**src/rtl/core/binary_field_serializer_macros.svh**
```systemverilog
// Assertion macros used by the binary field serializer RTL.
// No dependencies; included by modules that carry assertions.
`ifndef BINARY_FIELD_SERIALIZER_MACROS_SVH
`define BINARY_FIELD_SERIALIZER_MACROS_SVH

// antecedent implies consequent in the same cycle
`define BFS_ASSERT_IMPL(label, clk, rst_n, ante, cons) \
	label: assert property (@(posedge clk) disable iff (!rst_n) (ante) |-> (cons)) \
		else $error("assertion failed");

// antecedent implies consequent in the next cycle
`define BFS_ASSERT_NEXT(label, clk, rst_n, ante, cons) \
	label: assert property (@(posedge clk) disable iff (!rst_n) (ante) |=> (cons)) \
		else $error("assertion failed");

`endif

```
**src/rtl/core/bfs_pkg.sv**
```systemverilog
// Package for the binary field serializer: command codes, FSM state, control structs.
// No dependencies.
package bfs_pkg;

	localparam logic [2:0] CMD_BE8    = 3'd0;
	localparam logic [2:0] CMD_BE16   = 3'd1;
	localparam logic [2:0] CMD_BE32   = 3'd2;
	localparam logic [2:0] CMD_BE64   = 3'd3;
	localparam logic [2:0] CMD_VARINT = 3'd4;
	localparam logic [2:0] CMD_ZIGZAG = 3'd5;

	localparam int VALUE_W = 64;
	localparam int GROUP_W = 7;

	typedef enum logic {
		ST_IDLE,
		ST_EMIT
	} state_t;

	typedef struct packed {
		logic       load;
		logic       step;
		logic       be_mode;
		logic       ld_be;
		logic       ld_zigzag;
		logic [1:0] ld_be_sel;
	} ctrl_t;

	typedef struct packed {
		logic rest_nz;
	} stat_t;

endpackage

```
**src/rtl/core/bfs_shift_unit.sv**
```systemverilog
// Shared shift register of the serializer: loads the value, shifts 8 or 7 bits per byte.
// Depends on bfs_pkg.
module bfs_shift_unit import bfs_pkg::*; (
	input  logic                 clk,
	input  ctrl_t                ctrl,
	input  logic [VALUE_W-1:0]   value,
	output stat_t                stat,
	output logic [7:0]           out_byte
);

	logic [VALUE_W-1:0] sh_q;
	logic [VALUE_W-1:0] ld_val;
	logic [VALUE_W-1:0] zz_val;

	assign zz_val = {value[VALUE_W-2:0], 1'b0} ^ {VALUE_W{value[VALUE_W-1]}};

	always_comb begin
		if (ctrl.ld_be) begin
			case (ctrl.ld_be_sel)
				2'd0:    ld_val = {value[7:0], 56'b0};
				2'd1:    ld_val = {value[15:0], 48'b0};
				2'd2:    ld_val = {value[31:0], 32'b0};
				default: ld_val = value;
			endcase
		end else begin
			ld_val = ctrl.ld_zigzag ? zz_val : value;
		end
	end

	always_ff @(posedge clk) begin
		if (ctrl.load) begin
			sh_q <= ld_val;
		end else if (ctrl.step) begin
			sh_q <= ctrl.be_mode ? {sh_q[VALUE_W-9:0], 8'b0}
			                     : {{GROUP_W{1'b0}}, sh_q[VALUE_W-1:GROUP_W]};
		end
	end

	assign stat.rest_nz = |sh_q[VALUE_W-1:GROUP_W];
	assign out_byte = ctrl.be_mode ? sh_q[VALUE_W-1:VALUE_W-8]
	                               : {stat.rest_nz, sh_q[GROUP_W-1:0]};

endmodule

```
**src/rtl/core/bfs_seq.sv**
```systemverilog
// Sequencer of the serializer: handshakes, byte counter and per-byte shift control.
// Depends on bfs_pkg and binary_field_serializer_macros.svh.
`include "binary_field_serializer_macros.svh"

module bfs_seq import bfs_pkg::*; (
	input  logic       clk,
	input  logic       arst_n,
	input  logic       in_valid,
	output logic       in_ready,
	input  logic [2:0] command,
	output logic       out_valid,
	input  logic       out_ready,
	output logic       last,
	input  stat_t      stat,
	output ctrl_t      ctrl
);

	state_t     state_q, state_d;
	logic       be_q;
	logic [3:0] cnt_q;
	logic       cmd_ok;

	assign cmd_ok = command inside {[CMD_BE8:CMD_ZIGZAG]};

	always_ff @(posedge clk or negedge arst_n) begin
		if (!arst_n) begin
			state_q <= ST_IDLE;
			be_q    <= 1'b0;
			cnt_q   <= 4'd0;
		end else begin
			state_q <= state_d;
			if (ctrl.load) begin
				be_q  <= command inside {[CMD_BE8:CMD_BE64]};
				cnt_q <= 4'b0001 << command[1:0];
			end else if (ctrl.step) begin
				cnt_q <= cnt_q - 4'd1;
			end
		end
	end

	always_comb begin
		state_d        = state_q;
		in_ready       = (state_q == ST_IDLE);
		out_valid      = (state_q == ST_EMIT);
		last           = be_q ? (cnt_q == 4'd1) : !stat.rest_nz;
		ctrl.load      = in_valid && in_ready && cmd_ok;
		ctrl.step      = out_valid && out_ready;
		ctrl.be_mode   = be_q;
		ctrl.ld_be     = command inside {[CMD_BE8:CMD_BE64]};
		ctrl.ld_zigzag = (command == CMD_ZIGZAG);
		ctrl.ld_be_sel = command[1:0];
		case (state_q)
			ST_IDLE: begin
				if (ctrl.load) begin
					state_d = ST_EMIT;
				end
			end
			ST_EMIT: begin
				if (ctrl.step && last) begin
					state_d = ST_IDLE;
				end
			end
			default: state_d = ST_IDLE;
		endcase
	end

	`BFS_ASSERT_IMPL(a_no_overlap, clk, arst_n, out_valid, !in_ready)
	`BFS_ASSERT_NEXT(a_load_emits, clk, arst_n, ctrl.load, out_valid)
	`BFS_ASSERT_IMPL(a_be_count, clk, arst_n, out_valid && be_q, cnt_q != 4'd0)
	`BFS_ASSERT_NEXT(a_last_ends, clk, arst_n, ctrl.step && last, in_ready)

endmodule

```
**src/rtl/core/binary_field_serializer.sv**
```systemverilog
// Binary field serializer: fixed big-endian, varint and zigzag varint byte streams.
// Latency: first byte is offered the cycle after the input transfer.
// Throughput: one byte per cycle while out_ready is high; an item gives N = 1..10 bytes
// (N = 0 for an unused command), and a new item is taken only after its last byte.
// Reset: arst_n asynchronous, active low; returns the sequencer to idle.
// Depends on bfs_pkg, bfs_seq and bfs_shift_unit.
module binary_field_serializer import bfs_pkg::*; (
	input  logic               clk,
	input  logic               arst_n,
	input  logic               in_valid,
	output logic               in_ready,
	input  logic [2:0]         command,
	input  logic [VALUE_W-1:0] value,
	output logic               out_valid,
	input  logic               out_ready,
	output logic [7:0]         out_byte,
	output logic               last
);

	ctrl_t ctrl;
	stat_t stat;

	bfs_seq u_seq (
		.clk       (clk),
		.arst_n    (arst_n),
		.in_valid  (in_valid),
		.in_ready  (in_ready),
		.command   (command),
		.out_valid (out_valid),
		.out_ready (out_ready),
		.last      (last),
		.stat      (stat),
		.ctrl      (ctrl)
	);

	bfs_shift_unit u_shift (
		.clk      (clk),
		.ctrl     (ctrl),
		.value    (value),
		.stat     (stat),
		.out_byte (out_byte)
	);

endmodule

```
**config.mk**
```make
export PLATFORM = sky130hd
export DESIGN_NAME = binary_field_serializer
export DESIGN_NICKNAME = d
export VERILOG_FILES = /design/src/rtl/core/bfs_pkg.sv /design/src/rtl/core/bfs_shift_unit.sv /design/src/rtl/core/bfs_seq.sv /design/src/rtl/core/binary_field_serializer.sv
export VERILOG_INCLUDE_DIRS = /design/src /design/src/rtl/core
export SDC_FILE = /design/constraint.sdc
export NUM_CORES = 1
export LEC_CHECK = 0
export BUFFER_PORTS_ARGS = -buffer_cell sky130_fd_sc_hd__buf_4
export CAP_MARGIN = 25
export CORE_MARGIN = 1.5
export CORE_UTILIZATION = 59
export CTS_CLUSTER_DIAMETER = 80
export DETAILED_ROUTE_END_ITERATION = 12
export PLACE_DENSITY = 0.81
export SLEW_MARGIN = 40
export SYNTH_ARGS = -nofsm -noshare
export SYNTH_HDL_FRONTEND = slang
export SYNTH_SLANG_ARGS = --single-unit
```
**constraint.sdc**
```tcl
create_clock -name clk -period 5.32 [get_ports clk]
set_clock_uncertainty 0.05 [all_clocks]
set_input_delay 0.798 -clock clk [delete_from_list [all_inputs] [get_ports clk]]
set_output_delay 0.798 -clock clk [all_outputs]
set_load 0.02 [all_outputs]
```
==> results list <==
- Run status: completed
- Vias: 5433
- Measured along the x axis, the die boundary spans a little over 100 um.
* Slowest cell on the critical path: dfrtp_2
* First-pass iteration count of the detailed router: 8
- For this configuration, the core starts out at a cell density of between 60% and 70%.
- The finished layout holds approximately 750 standard cells, fillers aside.
- After technology mapping, the gate count stands at between 500 and 600.
* Most frequent standard cell in the layout excluding fill and tap cells: buf_4
- The routed design could run at a clock period as short as a little over 3 ns.
- Clock tree synthesis selected as its root buffer the cell clkbuf_8.
* Library cells used by synthesis: 52
* Number of resized instances in the post-cts repair step: 0
- Total grt overflow: 0
- Setup slack closes at 2.274 ns.
* Antenna Violating Nets Remaining: 0
* Synthesized cell area: 0.005781 mm^2
- Critical Path Source Type: flop
- Total negative slack: 0 ns
- For met1 alone, demand over resource in global routing was a little under three fifths.
* Synth warnings: 0
- In this run the tightest slew margin relative to its limit is between 40% and 50%.
- Worst min-delay path category: in -> async
* Top cell family by delay on the critical path: flip-flops
- Number of nets in the final layout: roughly 700
- After clock tree synthesis, the clock-pin slew on the worst setup and hold paths is ~0.090 ns.
- Slew of the pin with the lowest slew margin: approximately 0.81 ns
* Kind of critical path: reg -> out
- Number of instances in the placed design: about 730
- CTS tree: done
* Portion of synthesized cell area occupied by the leading cell type: 33.25%
- Number of core rows: 35
- For met2 alone, demand over resource in global routing was between 50% and 60%.
- After detailed routing, the average wire length per cell comes to roughly 27 um.
* Post-detailed-route DRC marker count: 0
- Synthesis inferred 70 register bits.
- In the layout the commonest cells are buf_4, edfxtp_1, xnor2_1, mux2i_1, o22ai_1.
- At the later pin of the worst-skew pair, clock insertion delay measures ~0.36 ns.
- Counting every net in the synthesized netlist gives 645.
- The internal power of the cells totals 1.840 mW.
- Power density over cell area: 493.6 mW/mm^2
- Leakage power total: roughly 2.7 nW
- Maximum net fanout on the critical path: 25
* Hold Violations, Final: 0
* Number of buffers added on ports: 81
- Chip Height: 102.0 um
- Sum of net half-perimeters after detailed placement: approximately 14 mm
* Sw Ratio: about 43%
* Period utilization: between 50% and 60%
- Buffers plus inverters on the worst setup path: 2
- The most numerous cell type found on the critical path is buf_4.
- Global-route wire length before repair: ~30 mm
* Delay of the slowest cell on the worst path: 0.77 ns
- For this design, the CTS-stage hold fixing added 0 buffers.
* Reg power frac: around 43%
- Cell accounting for the most synthesized area: edfxtp_1
- From synthesis to final layout, the design area changed by 12.29%.
* Proportion of synthesized flip-flops having asynchronous set or reset: 8.571%
* Max Fclk: about 0.33 GHz
- The via count of the first global-routing pass came to 4932.
* CTS sink cnt: 70
- Once the clock tree was built, the setup fixing pass inserted 0 buffers.
* Top-level port count: 82
* Switching component of the power: around 1.4 mW
- The average instance in the mapped netlist occupies just over 10 um^2.
- Setup repair after global routing missed its margin: no
* Total Power Consumption: about 3.2 mW
- Overall fraction of global-route tracks in use: between 30% and 40%
- Among all flip-flop cells after synthesis, the most frequent one is edfxtp_1.
- The max-slew violation count came to 0.
- After detailed routing, the number of vias per cell comes to approximately 7.2.
* Largest net degree at the start of global routing: between 60 and 70
- After global routing, the most crowded layer is met2.
- TritonCTS created 9 clock buffers.
- The share of total power dissipated in the clock network is ~14%.
- In this run, synthesis inferred between 60 and 70 flip-flops with an integrated enable.
- Critical Path, Cell by Cell: buf_4 > mux2_2 > buf_4
- For met3 alone, demand over resource in global routing was between 10% and 20%.
* Total die area: approximately 0.010 mm^2
- Area contributors post-synth: edfxtp_1, mux2i_1, xnor2_1
- The share of total power dissipated in combinational logic is a little over two fifths.
- Placeable core region: about 0.0094 mm^2
* Final weighted congestion in routability-driven placement: slightly below 1
* Iteration-0 DRC count of the detailed router: ~860
* Number of antenna violations at the first check in global routing: 0
* Maximum clock insertion buffer count: 2
* Wire length after detailed routing: roughly 20 mm
* Crit path required time: ~4.5 ns
- Sequential elements use between 30% and 40% of the synthesized area.
* Arrival time at the worst endpoint: between 2 and 2.5 ns
- The H-tree generated during clock tree synthesis spans 3 levels.
- Worst slack at placement: approximately 2.3 ns
* Worst hold slack across all endpoints: 0.1829 ns
* CP endpoint kind: output pin
- The tool flagged a number of max-cap violations equal to 0.
- Largest voltage drop on the vdd net: approximately 310 uV
- Setup violations remaining at the end of the flow were counted as 0.
- Fraction of final layout cells with drive strength greater than 1: approximately 23%
==> metal layers <==
layer  share of wire, %  wire length (um)  up-vias
met3                 16              3237       70
met5                  0                 0        -
met1                 37              7577     2551
li1                   -                 -     2328
met4                4.1               824        0
met2                 42              8585      484
==> worst paths after layout <==
kind,startpoint,end,slack [ns],cells past startpoint
setup / recovery,u_seq.be_q,out_byte[4],2.27,3
min in group clk,u_seq.cnt_q[3],u_seq.cnt_q[3],0.48,1
hold / removal,arst_n,u_seq.be_q,0.18,1
hold reg to reg,u_seq.cnt_q[3],u_seq.cnt_q[3],0.48,1
setup reg to reg,u_seq.out_valid,u_shift.sh_q[51],2.92,5
max in group asynchronous,arst_n,u_seq.be_q,4.91,1
==> power groups by stage <==
| stage | clock network (mW) | registers (mW) | logic, mW |
|---|---|---|---|
| after floorplan | 0 | 1.17 | 1.00 |
| after global placement | 0 | 1.35 | 1.30 |
| after detailed placement | 0 | 1.35 | 1.33 |
| after CTS | 0.444 | 1.34 | 1.33 |
| after global routing | 0.468 | 1.38 | 1.47 |
| final | 0.448 | 1.38 | 1.37 |
==> synthesized netlist by cell type (all sizes together), types with 4 or more instances <==
library cell,instances
o22a,6
xor2,20
o22ai,41
edfxtp,64
a221o,9
mux2,14
nor2b,10
a21oi,37
a21o,13
o21ai,11
a22o,23
o221ai,8
nand2,19
nor4,14
mux2i,43
a211oi,14
dfrtp,6
inv,28
buf,43
nor2,20
nand2b,4
clkbuf,13
a221oi,38
xnor2,44
==> state kept, by name, summed over array words and instances, names as in the netlist <==
signal	count
u_shift.sh_q	64
u_seq.out_valid	1
u_seq.be_q	1
u_seq.cnt_q	4
==> layout make-up <==
type	count	area, um^2
clock inverter	7	72.57
inverter	28	105.1
clock buffer	9	123.9
timing repair buffer	89	675.6
multi-input combinational	418	3277
sequential	70	2073
antenna	1	2.502
fill	777	2880
tap	129	161.4
==> logic make-up (layout without fill, tap and decap cells) <==
kind of cell             Yosys count  in the layout  synth area share [%]
AO/OA/AOI/OAI                    208            208                 28.03
AND/OR/NAND/NOR                   87             87                 8.117
buffers and inverters             84            133                 7.706
flip-flops                        70             70                 35.84
XOR/XNOR                          64             64                 9.697
multiplexers                      57             57                 10.17
adder cells (fa/ha/maj)            2              2                0.4328
other                              0              1                     0
==> metrics by stage <==
stage                     util (%)  area (um^2)
after CTS                    69.20         6485
final                        69.27         6491
after global placement       67.06         6285
after detailed placement     67.10         6289
after global routing         69.24         6489
after floorplan                  -         5781
==> worst reg2reg max path, cell delays in order (launching register included) <==
cell      delay, ns
dfrtp_1        0.46
nand2b_4       0.22
nor2_2         0.51
buf_4          0.37
nand2_1        0.32
o22ai_1        0.30
(Power assumes the default switching activity.)
